**src/sv/sst_pkg.sv**
```systemverilog
`default_nettype none

package sst_pkg;

	localparam int OFFSET_BITS_DEF = 16;
	localparam int TOK_W = 16;
	localparam int MAX_RES = 3;

	typedef enum logic [3:0] {
		KIND_HASH   = 4'd0,
		KIND_DOT    = 4'd1,
		KIND_LBRACE = 4'd2,
		KIND_COLON  = 4'd3,
		KIND_SEMI   = 4'd4,
		KIND_RBRACE = 4'd5,
		KIND_IDENT  = 4'd6,
		KIND_KEY    = 4'd7,
		KIND_VALUE  = 4'd8,
		KIND_UNIT   = 4'd9,
		KIND_STOP   = 4'd10
	} kind_t;

	typedef enum logic [1:0] {
		CTX_NONE  = 2'd0,
		CTX_KEY   = 2'd1,
		CTX_VALUE = 2'd2,
		CTX_UNIT  = 2'd3
	} ctx_t;

	typedef struct packed {
		kind_t              kind;
		logic [TOK_W-1:0]   start;
		logic [TOK_W-1:0]   length;
	} tok_t;

	localparam logic [7:0] CH_HASH   = 8'h23;
	localparam logic [7:0] CH_DOT    = 8'h2E;
	localparam logic [7:0] CH_LBRACE = 8'h7B;
	localparam logic [7:0] CH_COLON  = 8'h3A;
	localparam logic [7:0] CH_SEMI   = 8'h3B;
	localparam logic [7:0] CH_RBRACE = 8'h7D;
	localparam logic [7:0] CH_DASH   = 8'h2D;
	localparam logic [7:0] CH_UNDER  = 8'h5F;
	localparam logic [7:0] CH_SPACE  = 8'h20;

	function automatic logic is_digit(input logic [7:0] c);
		return c inside {[8'h30:8'h39]};
	endfunction

	function automatic logic is_ident(input logic [7:0] c);
		return is_digit(c) || (c inside {[8'h61:8'h7A]}) || (c inside {[8'h41:8'h5A]}) ||
			c == CH_DASH || c == CH_UNDER;
	endfunction

	// space, tab, newline, vertical tab, form feed, carriage return
	function automatic logic is_space(input logic [7:0] c);
		return c == CH_SPACE || (c inside {[8'h09:8'h0D]});
	endfunction

endpackage

`default_nettype wire

```
**src/sv/sst_in_if.sv**
```systemverilog
`default_nettype none

interface sst_in_if;
	logic       valid;
	logic       ready;
	logic [7:0] source_byte;
	logic       end_of_source;

	modport source (output valid, output source_byte, output end_of_source, input ready);
	modport sink (input valid, input source_byte, input end_of_source, output ready);
endinterface

`default_nettype wire

```
**src/sv/sst_out_if.sv**
```systemverilog
`default_nettype none

interface sst_out_if;
	logic        valid;
	logic        ready;
	logic [3:0]  token_kind;
	logic [15:0] token_start;
	logic [15:0] token_length;
	logic        last_of_run;

	modport source (output valid, output token_kind, output token_start, output token_length,
		output last_of_run, input ready);
	modport sink (input valid, input token_kind, input token_start, input token_length,
		input last_of_run, output ready);
endinterface

`default_nettype wire

```
**src/sv/style_sheet_tokenizer.sv**
```systemverilog
`default_nettype none

// Style-sheet tokenizer. Takes one source byte per word on the source channel and
// reports tokens (kind, start offset, length) on the tokens channel; an end-of-source
// word flushes the open token and any pending empty key/value/unit, emits a stop and
// re-arms the block. Each byte is classified combinationally and the context is updated
// when it is taken; its tokens appear on the tokens channel the cycle after the byte is
// taken. A byte is taken every cycle as long as it yields at most one token that is
// taken right away; a byte yielding more tokens keeps the source waiting until the last
// of them is being taken, while the three-entry result register drains one token per
// cycle while the sink is ready. Token text is not delivered: the consumer slices it
// out of the source using start and length.
module style_sheet_tokenizer
	import sst_pkg::*;
#(
	parameter int OFFSET_BITS = OFFSET_BITS_DEF
) (
	input  wire logic  clk,
	input  wire logic  arst_n,
	sst_in_if.sink     source,
	sst_out_if.source  tokens
);

	localparam int EXT_W = (OFFSET_BITS > TOK_W) ? OFFSET_BITS : TOK_W;

	// tokenizer state
	ctx_t                   ctx_q;
	logic                   open_q;
	kind_t                  open_kind_q;
	logic [OFFSET_BITS-1:0] open_start_q;
	logic [OFFSET_BITS-1:0] off_q;
	logic                   halted_q;

	// result register
	tok_t       res_q [MAX_RES];
	logic [1:0] cnt_q;

	logic acc, pop;

	logic [EXT_W-1:0] off_ext, start_ext, len_ext;
	logic [TOK_W-1:0] off16, start16, len16;

	assign off_ext   = EXT_W'(off_q);
	assign start_ext = EXT_W'(open_start_q);
	assign len_ext   = EXT_W'(off_q - open_start_q);
	assign off16     = off_ext[TOK_W-1:0];
	assign start16   = start_ext[TOK_W-1:0];
	assign len16     = len_ext[TOK_W-1:0];

	// fresh-byte classification
	tok_t       f [MAX_RES];
	logic [1:0] fn;
	ctx_t       f_ctx;
	logic       f_open;
	kind_t      f_kind;
	logic       f_halt;

	always_comb begin
		logic [7:0] c;
		logic       pn;
		kind_t      pk;
		kind_t      ek;
		c = source.source_byte;
		for (int i = 0; i < MAX_RES; i++) begin
			f[i] = '0;
		end
		fn = 2'd0;
		f_ctx = ctx_q;
		f_open = 1'b0;
		f_kind = KIND_IDENT;
		f_halt = 1'b0;
		pn = 1'b1;
		pk = KIND_HASH;
		case (c)
			CH_HASH:   pk = KIND_HASH;
			CH_DOT:    pk = KIND_DOT;
			CH_LBRACE: pk = KIND_LBRACE;
			CH_COLON:  pk = KIND_COLON;
			CH_SEMI:   pk = KIND_SEMI;
			CH_RBRACE: pk = KIND_RBRACE;
			default:   pn = 1'b0;
		endcase
		ek = (ctx_q == CTX_KEY) ? KIND_KEY : KIND_UNIT;

		if (is_space(c)) begin
			// skipped
		end else if (pn) begin
			f[0] = '{kind: pk, start: off16, length: TOK_W'(1)};
			fn = 2'd1;
			case (pk)
				KIND_LBRACE, KIND_SEMI: f_ctx = CTX_KEY;
				KIND_COLON:             f_ctx = CTX_VALUE;
				KIND_RBRACE:            f_ctx = CTX_NONE;
				default:                f_ctx = ctx_q;
			endcase
		end else begin
			case (ctx_q)
				CTX_VALUE: begin
					if (is_digit(c)) begin
						f_open = 1'b1;
						f_kind = KIND_VALUE;
						f_ctx = CTX_UNIT;
					end else if (is_ident(c)) begin
						f[0] = '{kind: KIND_VALUE, start: off16, length: '0};
						fn = 2'd1;
						f_open = 1'b1;
						f_kind = KIND_UNIT;
						f_ctx = CTX_NONE;
					end else begin
						f[0] = '{kind: KIND_VALUE, start: off16, length: '0};
						f[1] = '{kind: KIND_UNIT, start: off16, length: '0};
						f[2] = '{kind: KIND_STOP, start: off16, length: '0};
						fn = 2'd3;
						f_halt = 1'b1;
						f_ctx = CTX_NONE;
					end
				end
				CTX_KEY, CTX_UNIT: begin
					f_ctx = CTX_NONE;
					if (is_ident(c)) begin
						f_open = 1'b1;
						f_kind = ek;
					end else begin
						f[0] = '{kind: ek, start: off16, length: '0};
						f[1] = '{kind: KIND_STOP, start: off16, length: '0};
						fn = 2'd2;
						f_halt = 1'b1;
					end
				end
				default: begin
					if (is_ident(c)) begin
						f_open = 1'b1;
						f_kind = KIND_IDENT;
					end else begin
						f[0] = '{kind: KIND_STOP, start: off16, length: '0};
						fn = 2'd1;
						f_halt = 1'b1;
					end
				end
			endcase
		end
	end

	// next state and results for the word on the source channel
	tok_t                   nres [MAX_RES];
	logic [1:0]             ncnt;
	ctx_t                   n_ctx;
	logic                   n_open;
	kind_t                  n_kind;
	logic [OFFSET_BITS-1:0] n_start;
	logic [OFFSET_BITS-1:0] n_off;
	logic                   n_halted;

	always_comb begin
		tok_t       e [MAX_RES+1];
		logic [2:0] ec;
		tok_t       cl;
		logic       cont;
		logic [2:0] sum;
		for (int i = 0; i < MAX_RES + 1; i++) begin
			e[i] = '0;
		end
		for (int i = 0; i < MAX_RES; i++) begin
			nres[i] = '0;
		end
		ec = 3'd0;
		sum = 3'd0;
		ncnt = 2'd0;
		n_ctx = ctx_q;
		n_open = open_q;
		n_kind = open_kind_q;
		n_start = open_start_q;
		n_off = off_q;
		n_halted = halted_q;
		cl = '{kind: open_kind_q, start: start16, length: len16};
		cont = (open_kind_q == KIND_VALUE) ? is_digit(source.source_byte)
			: is_ident(source.source_byte);

		if (source.end_of_source) begin
			if (!halted_q) begin
				if (open_q) begin
					e[ec[1:0]] = cl;
					ec = ec + 3'd1;
				end
				case (ctx_q)
					CTX_VALUE: begin
						e[ec[1:0]] = '{kind: KIND_VALUE, start: off16, length: '0};
						ec = ec + 3'd1;
						e[ec[1:0]] = '{kind: KIND_UNIT, start: off16, length: '0};
						ec = ec + 3'd1;
					end
					CTX_KEY: begin
						e[ec[1:0]] = '{kind: KIND_KEY, start: off16, length: '0};
						ec = ec + 3'd1;
					end
					CTX_UNIT: begin
						e[ec[1:0]] = '{kind: KIND_UNIT, start: off16, length: '0};
						ec = ec + 3'd1;
					end
					default: ;
				endcase
			end
			e[ec[1:0]] = '{kind: KIND_STOP, start: off16, length: '0};
			ec = ec + 3'd1;
			for (int i = 0; i < MAX_RES; i++) begin
				nres[i] = e[i];
			end
			ncnt = (ec > 3'd3) ? 2'd3 : ec[1:0];
			n_ctx = CTX_NONE;
			n_open = 1'b0;
			n_kind = KIND_HASH;
			n_start = '0;
			n_off = '0;
			n_halted = 1'b0;
		end else if (!halted_q) begin
			if (open_q && cont) begin
				// token keeps growing
			end else begin
				if (open_q) begin
					nres[0] = cl;
					nres[1] = f[0];
					nres[2] = f[1];
					sum = {1'b0, fn} + 3'd1;
					ncnt = (sum > 3'd3) ? 2'd3 : sum[1:0];
				end else begin
					for (int i = 0; i < MAX_RES; i++) begin
						nres[i] = f[i];
					end
					ncnt = fn;
				end
				n_ctx = f_ctx;
				n_open = f_open;
				if (f_open) begin
					n_kind = f_kind;
					n_start = off_q;
				end
				n_halted = f_halt;
			end
			n_off = (off_q == '1) ? off_q : off_q + 1'b1;
		end
	end

	assign pop = tokens.valid && tokens.ready;
	assign acc = source.valid && source.ready;
	assign source.ready = (cnt_q == 2'd0) || (cnt_q == 2'd1 && tokens.ready);

	always_ff @(posedge clk or negedge arst_n) begin
		if (!arst_n) begin
			ctx_q <= CTX_NONE;
			open_q <= 1'b0;
			open_kind_q <= KIND_HASH;
			open_start_q <= '0;
			off_q <= '0;
			halted_q <= 1'b0;
			cnt_q <= 2'd0;
		end else begin
			if (acc) begin
				ctx_q <= n_ctx;
				open_q <= n_open;
				open_kind_q <= n_kind;
				open_start_q <= n_start;
				off_q <= n_off;
				halted_q <= n_halted;
				cnt_q <= ncnt;
			end else if (pop) begin
				cnt_q <= cnt_q - 2'd1;
			end
		end
	end

	always_ff @(posedge clk) begin
		if (acc) begin
			for (int i = 0; i < MAX_RES; i++) begin
				res_q[i] <= nres[i];
			end
		end else if (pop) begin
			for (int i = 0; i < MAX_RES - 1; i++) begin
				res_q[i] <= res_q[i+1];
			end
		end
	end

	assign tokens.valid        = (cnt_q != 2'd0);
	assign tokens.token_kind   = res_q[0].kind;
	assign tokens.token_start  = res_q[0].start;
	assign tokens.token_length = res_q[0].length;
	assign tokens.last_of_run  = (cnt_q == 2'd1);

	// a value token always leaves a unit pending; key/unit/ident leave none
	a_open_ctx: assert property (@(posedge clk) disable iff (!arst_n)
		open_q |-> (ctx_q == CTX_NONE || ctx_q == CTX_UNIT))
		else $error("token open with key or value pending");

	a_open_start: assert property (@(posedge clk) disable iff (!arst_n)
		open_q |-> (open_start_q <= off_q))
		else $error("open token starts beyond current offset");

	a_eos_flush: assert property (@(posedge clk) disable iff (!arst_n)
		(acc && source.end_of_source) |=> (tokens.valid && off_q == '0 && !open_q))
		else $error("end of source did not flush and re-arm");

	a_halt_hold: assert property (@(posedge clk) disable iff (!arst_n)
		(acc && halted_q && !source.end_of_source) |=> ($stable(off_q) && cnt_q == 2'd0))
		else $error("halted tokenizer advanced or produced tokens");

endmodule

`default_nettype wire

```
**src/flat_wrapper.sv**
```systemverilog
// flat-port wrapper written by rule: the top's interface ports become plain ports
module style_sheet_tokenizer_flat import sst_pkg::*;
#(
	parameter int OFFSET_BITS = OFFSET_BITS_DEF
)
  (clk, arst_n, source_valid, source_source_byte, source_end_of_source, source_ready, tokens_valid, tokens_token_kind, tokens_token_start, tokens_token_length, tokens_last_of_run, tokens_ready);
  sst_in_if source_i ();
  sst_out_if tokens_i ();
  input  wire logic clk;
  input  wire logic arst_n;
  input wire logic [$bits(source_i.valid)-1:0] source_valid;
  input wire logic [$bits(source_i.source_byte)-1:0] source_source_byte;
  input wire logic [$bits(source_i.end_of_source)-1:0] source_end_of_source;
  output wire logic [$bits(source_i.ready)-1:0] source_ready;
  output wire logic [$bits(tokens_i.valid)-1:0] tokens_valid;
  output wire logic [$bits(tokens_i.token_kind)-1:0] tokens_token_kind;
  output wire logic [$bits(tokens_i.token_start)-1:0] tokens_token_start;
  output wire logic [$bits(tokens_i.token_length)-1:0] tokens_token_length;
  output wire logic [$bits(tokens_i.last_of_run)-1:0] tokens_last_of_run;
  input wire logic [$bits(tokens_i.ready)-1:0] tokens_ready;
  assign source_i.valid = source_valid;
  assign source_i.source_byte = source_source_byte;
  assign source_i.end_of_source = source_end_of_source;
  assign source_ready = source_i.ready;
  assign tokens_valid = tokens_i.valid;
  assign tokens_token_kind = tokens_i.token_kind;
  assign tokens_token_start = tokens_i.token_start;
  assign tokens_token_length = tokens_i.token_length;
  assign tokens_last_of_run = tokens_i.last_of_run;
  assign tokens_i.ready = tokens_ready;
  style_sheet_tokenizer #(.OFFSET_BITS(OFFSET_BITS)) u_core (.clk(clk), .arst_n(arst_n), .source(source_i), .tokens(tokens_i));
endmodule
```
**config.mk**
```make
export PLATFORM = sky130hd
export DESIGN_NAME = style_sheet_tokenizer_flat
export DESIGN_NICKNAME = d
export VERILOG_FILES = /design/src/sv/sst_pkg.sv /design/src/sv/sst_in_if.sv /design/src/sv/sst_out_if.sv /design/src/sv/style_sheet_tokenizer.sv /design/src/flat_wrapper.sv
export SDC_FILE = /design/constraint.sdc
export NUM_CORES = 1
export LEC_CHECK = 0
export ABC_CLOCK_PERIOD_IN_PS = 8350
export CORE_ASPECT_RATIO = 1.25
export CORE_MARGIN = 4
export CORE_UTILIZATION = 30
export CTS_BUF_LIST = sky130_fd_sc_hd__clkbuf_8 sky130_fd_sc_hd__clkbuf_16
export DETAILED_ROUTE_END_ITERATION = 6
export DONT_BUFFER_PORTS = 1
export PLACE_DENSITY = 0.45
export SETUP_SLACK_MARGIN = 0.02
export SLEW_MARGIN = 10
export SYNTH_ARGS = -nofsm -noshare
export SYNTH_HDL_FRONTEND = slang
export SYNTH_SLANG_ARGS = --single-unit
```
**constraint.sdc**
```tcl
create_clock -name clk -period 8.35 [get_ports clk]
set_clock_uncertainty 0.15 [all_clocks]
set_input_delay 0.835 -clock clk [delete_from_list [all_inputs] [get_ports clk]]
set_output_delay 0.835 -clock clk [all_outputs]
set_load 0.005 [all_outputs]
```
==> results by group <==
Power and ir drop
  – Comb pwr share: between 20% and 30%
  – Internal power: 0.00149 W
  – Lkg Pwr: about 3 nW
  – Power Density: slightly above 300 mW/mm²
  – Clk pwr share: between 30 and 40%
  – Sequential power share: about two fifths
  – Max VDD drop: ~0.00012 V
  – Switching share of power: 33.6%
  – Net switching power: between 0.0007 and 0.0008 W

Clock network
  – Clk Latency, worst-skew pair: 0.42 ns
  – CTS buffer count: 17
  – Cts repair resizes: 0
  – H-tree depth: 4
  – Post-CTS Setup Bufs: 0
  – CTS tree: built
  – Root Driver: clkbuf_16
  – Longest Clk Path Bufs: 2
  – Post-cts hold buffer count: 1
  – Clock transition at path regs: 0.06 ns
  – CTS sink cnt: 117

Place
  – Placed Cells: about 900
  – RD Place Congestion: between 0.8 and 0.9
  – Detailed Place HPWL: around 12000 µm
  – Port bufs: 0

Synth
  – Syn_area_per_cell: ~10 µm²
  – Yosys top cell area share: about 34%
  – Most frequent cell after synthesis: nand2_1
  – Cells after Synth: ~700
  – Number of synthesized flops with an enable pin: 76
  – Most common library cells after synthesis: nand2_1, edfxtp_1, nor2_1, dfrtp_1
  – Yosys warns: 0
  – Syn nets: a little over 700
  – Seq cells post-synth: between 100 and 150
  – Seq/Total Area, Yosys: 48.6%
  – Main flop type after synthesis: edfxtp_1
  – Async set-reset flop share out of synthesis: roughly a third
  – Mapped Area: around 0.0068 mm²
  – Synth cell types: just over 70
  – Area contributors post-synth: edfxtp_1, dfrtp_1, nand2_1
  – Cell taking the most area after synthesis: edfxtp_1

Timing
  – Max Slew Vio Count: 0
  – Final setup violation count: 0
  – Worst-margin pin slew: between 1 and 1.5 ns
  – Final worst path period share: a little under two fifths
  – Max_slew headroom: roughly 15%
  – Post-route setup TNS: 0 ns
  – Final Critical Period: 3.16 ns
  – Final hold violations: 0
  – Max Fclk: around 0.32 GHz
  – RSZ-0062 raised after global routing: no

Floorplan
  – IO Count: 52
  – Die footprint: ~0.025 mm²
  – DIE HEIGHT: approximately 180 µm
  – Die width: between 100 and 150 µm
  – Initial cell density of the core: between 30% and 40%
  – Core area: between 0.02 and 0.025 mm²
  – Row count: 61

Setup path
  – Worst R2R Setup Slack: 5.28 ns
  – Startpoint types: input port
  – Worst-case reg-to-reg path depth: 8
  – WS Path Type: input port to flop
  – Worst setup path startpoint: source_source_byte[2]
  – Capture point of the worst path: u_core.res_q[0][68]
  – FF-to-FF Start: u_core.cnt_q[1]
  – WP data required: 8.37 ns
  – Reg2reg end: u_core.open_start_q[1]
  – CP endpoint kind: flop
  – Crit-path max FO: 15
  – WP data arrival: 3.18 ns

Hold path
  – Min-Delay Path Class: input port to async pin

Route
  – DRC: 0
  – Detailed Routing Iterations Pass 1: 6
  – Routed WL: between 15000 and 20000 µm
  – Routed vias/inst: 5.24
  – DRT antenna net count: 0
  – First DRT Iteration DRCs: 299
  – WL per Instance: 18.8 µm
  – Vias: approximately 4900

Finish
  – Final Non-Filler Cells: ~940
  – Diodes inserted: 0
  – Fin nets: ~670
  – P&R area growth vs syn: 8.89%
  – Share of cells above drive strength 1: a little under a tenth

Global routing
  – Pin count of the biggest net entering global routing: 61
  – Vias in the first global route: slightly above 5000
  – Initial antenna violation count: 0
  – First-pass GRT wire length: 28000 µm
  – Total GRT Usage: about 14%
  – Total gr overflow: 0

Run
  – Max Cap Viol: 0

Status
  – Status: finished clean
[cell families (layout without fill, tap and decap cells)]
logic type / after synthesis / after routing / synth area share [%]
AND/OR/NAND/NOR: 247 / 247 / 17.9
AO/OA/AOI/OAI: 172 / 172 / 17.9
flip-flops: 117 / 117 / 48.6
buffers and inverters: 108 / 70 / 8.30
XOR/XNOR: 26 / 26 / 3.35
adder cells (fa/ha/maj): 19 / 19 / 3.61
multiplexers: 2 / 2 / 0.294
[worst min path at each step]
stage / slack (ns) / end
2_1_floorplan: 0.32 / u_core.open_kind_q[3]
3_3_place_gp: 0.34 / u_core.open_start_q[10]
3_5_place_dp: 0.34 / u_core.open_start_q[10]
4_1_cts: 0.10 / u_core.cnt_q[1]
5_1_grt: 0.10 / u_core.cnt_q[1]
6_report: 0.1 / u_core.cnt_q[1]
[state kept, by name, indices dropped and copies added, names as in the netlist]
register / cells
u_core.halted_q: 1
u_core.open_kind_q: 3
u_core.open_q: 1
u_core.cnt_q: 2
u_core.ctx_q: 2
u_core.open_start_q: 16
u_core.res_q: 76
u_core.off16: 16
[cell type report]
cell class | instances | area [µm²]
clock buffers | 19 | 453
clock inverters | 13 | 141
fillers | 2292 | 14900
inverters | 30 | 113
multi-input cells | 466 | 2960
flip-flops and latches | 117 | 3310
well taps | 283 | 354
repair buffers | 8 | 80.1
[cell usage in the layout (no fill, tap or decap), drive strengths merged, types with 3 or more instances in the layout]
cell / count
nor4: 5
bufinv: 3
o21a: 5
ha: 18
or3: 7
o22ai: 4
nor3: 13
dfrtp: 41
nand4b: 3
a22o: 16
and2: 19
and3: 5
a211oi: 6
nand2b: 5
nand3: 34
xnor2: 8
clkinv: 6
a31o: 3
nand2: 84
xor2: 18
o21ai: 41
nor2: 49
nand4: 9
inv: 33
a22oi: 3
nor2b: 6
clkbuf: 19
a21oi: 37
o211ai: 3
buf: 8
a21o: 21
edfxtp: 76
a31oi: 6
[layer usage]
| layer | wire length [µm] | GRT usage (%) | vias to the layer above |
|---|---|---|---|
| met1 | 7370 | 16.3 | 2404 |
| li1 | - | - | 2359 |
| met5 | 0 | 0 | - |
| met4 | 618 | 6.38 | 0 |
| met2 | 9130 | 25.7 | 101 |
| met3 | 480 | 3.52 | 40 |
[metrics by stage]
step,utilization (%),setup WS (ns),hold slack (ns),area (µm²),total power [W]
after detailed placement,30.4,4.85,0.341,6780,0.00152
after CTS,33.2,5.23,0.101,7400,0.00227
after global placement,30.4,4.90,0.339,6780,0.00151
after floorplan,-,5.44,0.322,6800,0.00141
after global routing,33.2,5.10,0.104,7400,0.00237
final,33.2,5.19,0.0977,7400,0.00224
[worst max-delay path: stages]
cell and delay [ns]:
nor3_2 0.23, nand3b_1 0.13, a2111oi_0 1.09, nor3_2 0.22
nor2_2 0.27, nor2_1 0.07, o32a_1 0.32
[power groups by stage]
| stage | sequential (W) | combinational, W | clock (W) |
|---|---|---|---|
| global route | 0.000929 | 0.000653 | 0.000784 |
| floorplan | 0.000855 | 0.000555 | 0 |
| CTS | 0.000915 | 0.000604 | 0.000756 |
| global placement | 0.000923 | 0.000589 | 0 |
| finish | 0.000910 | 0.000590 | 0.000739 |
| detailed placement | 0.000925 | 0.000596 | 0 |
Power figures use the tool's default switching activity.
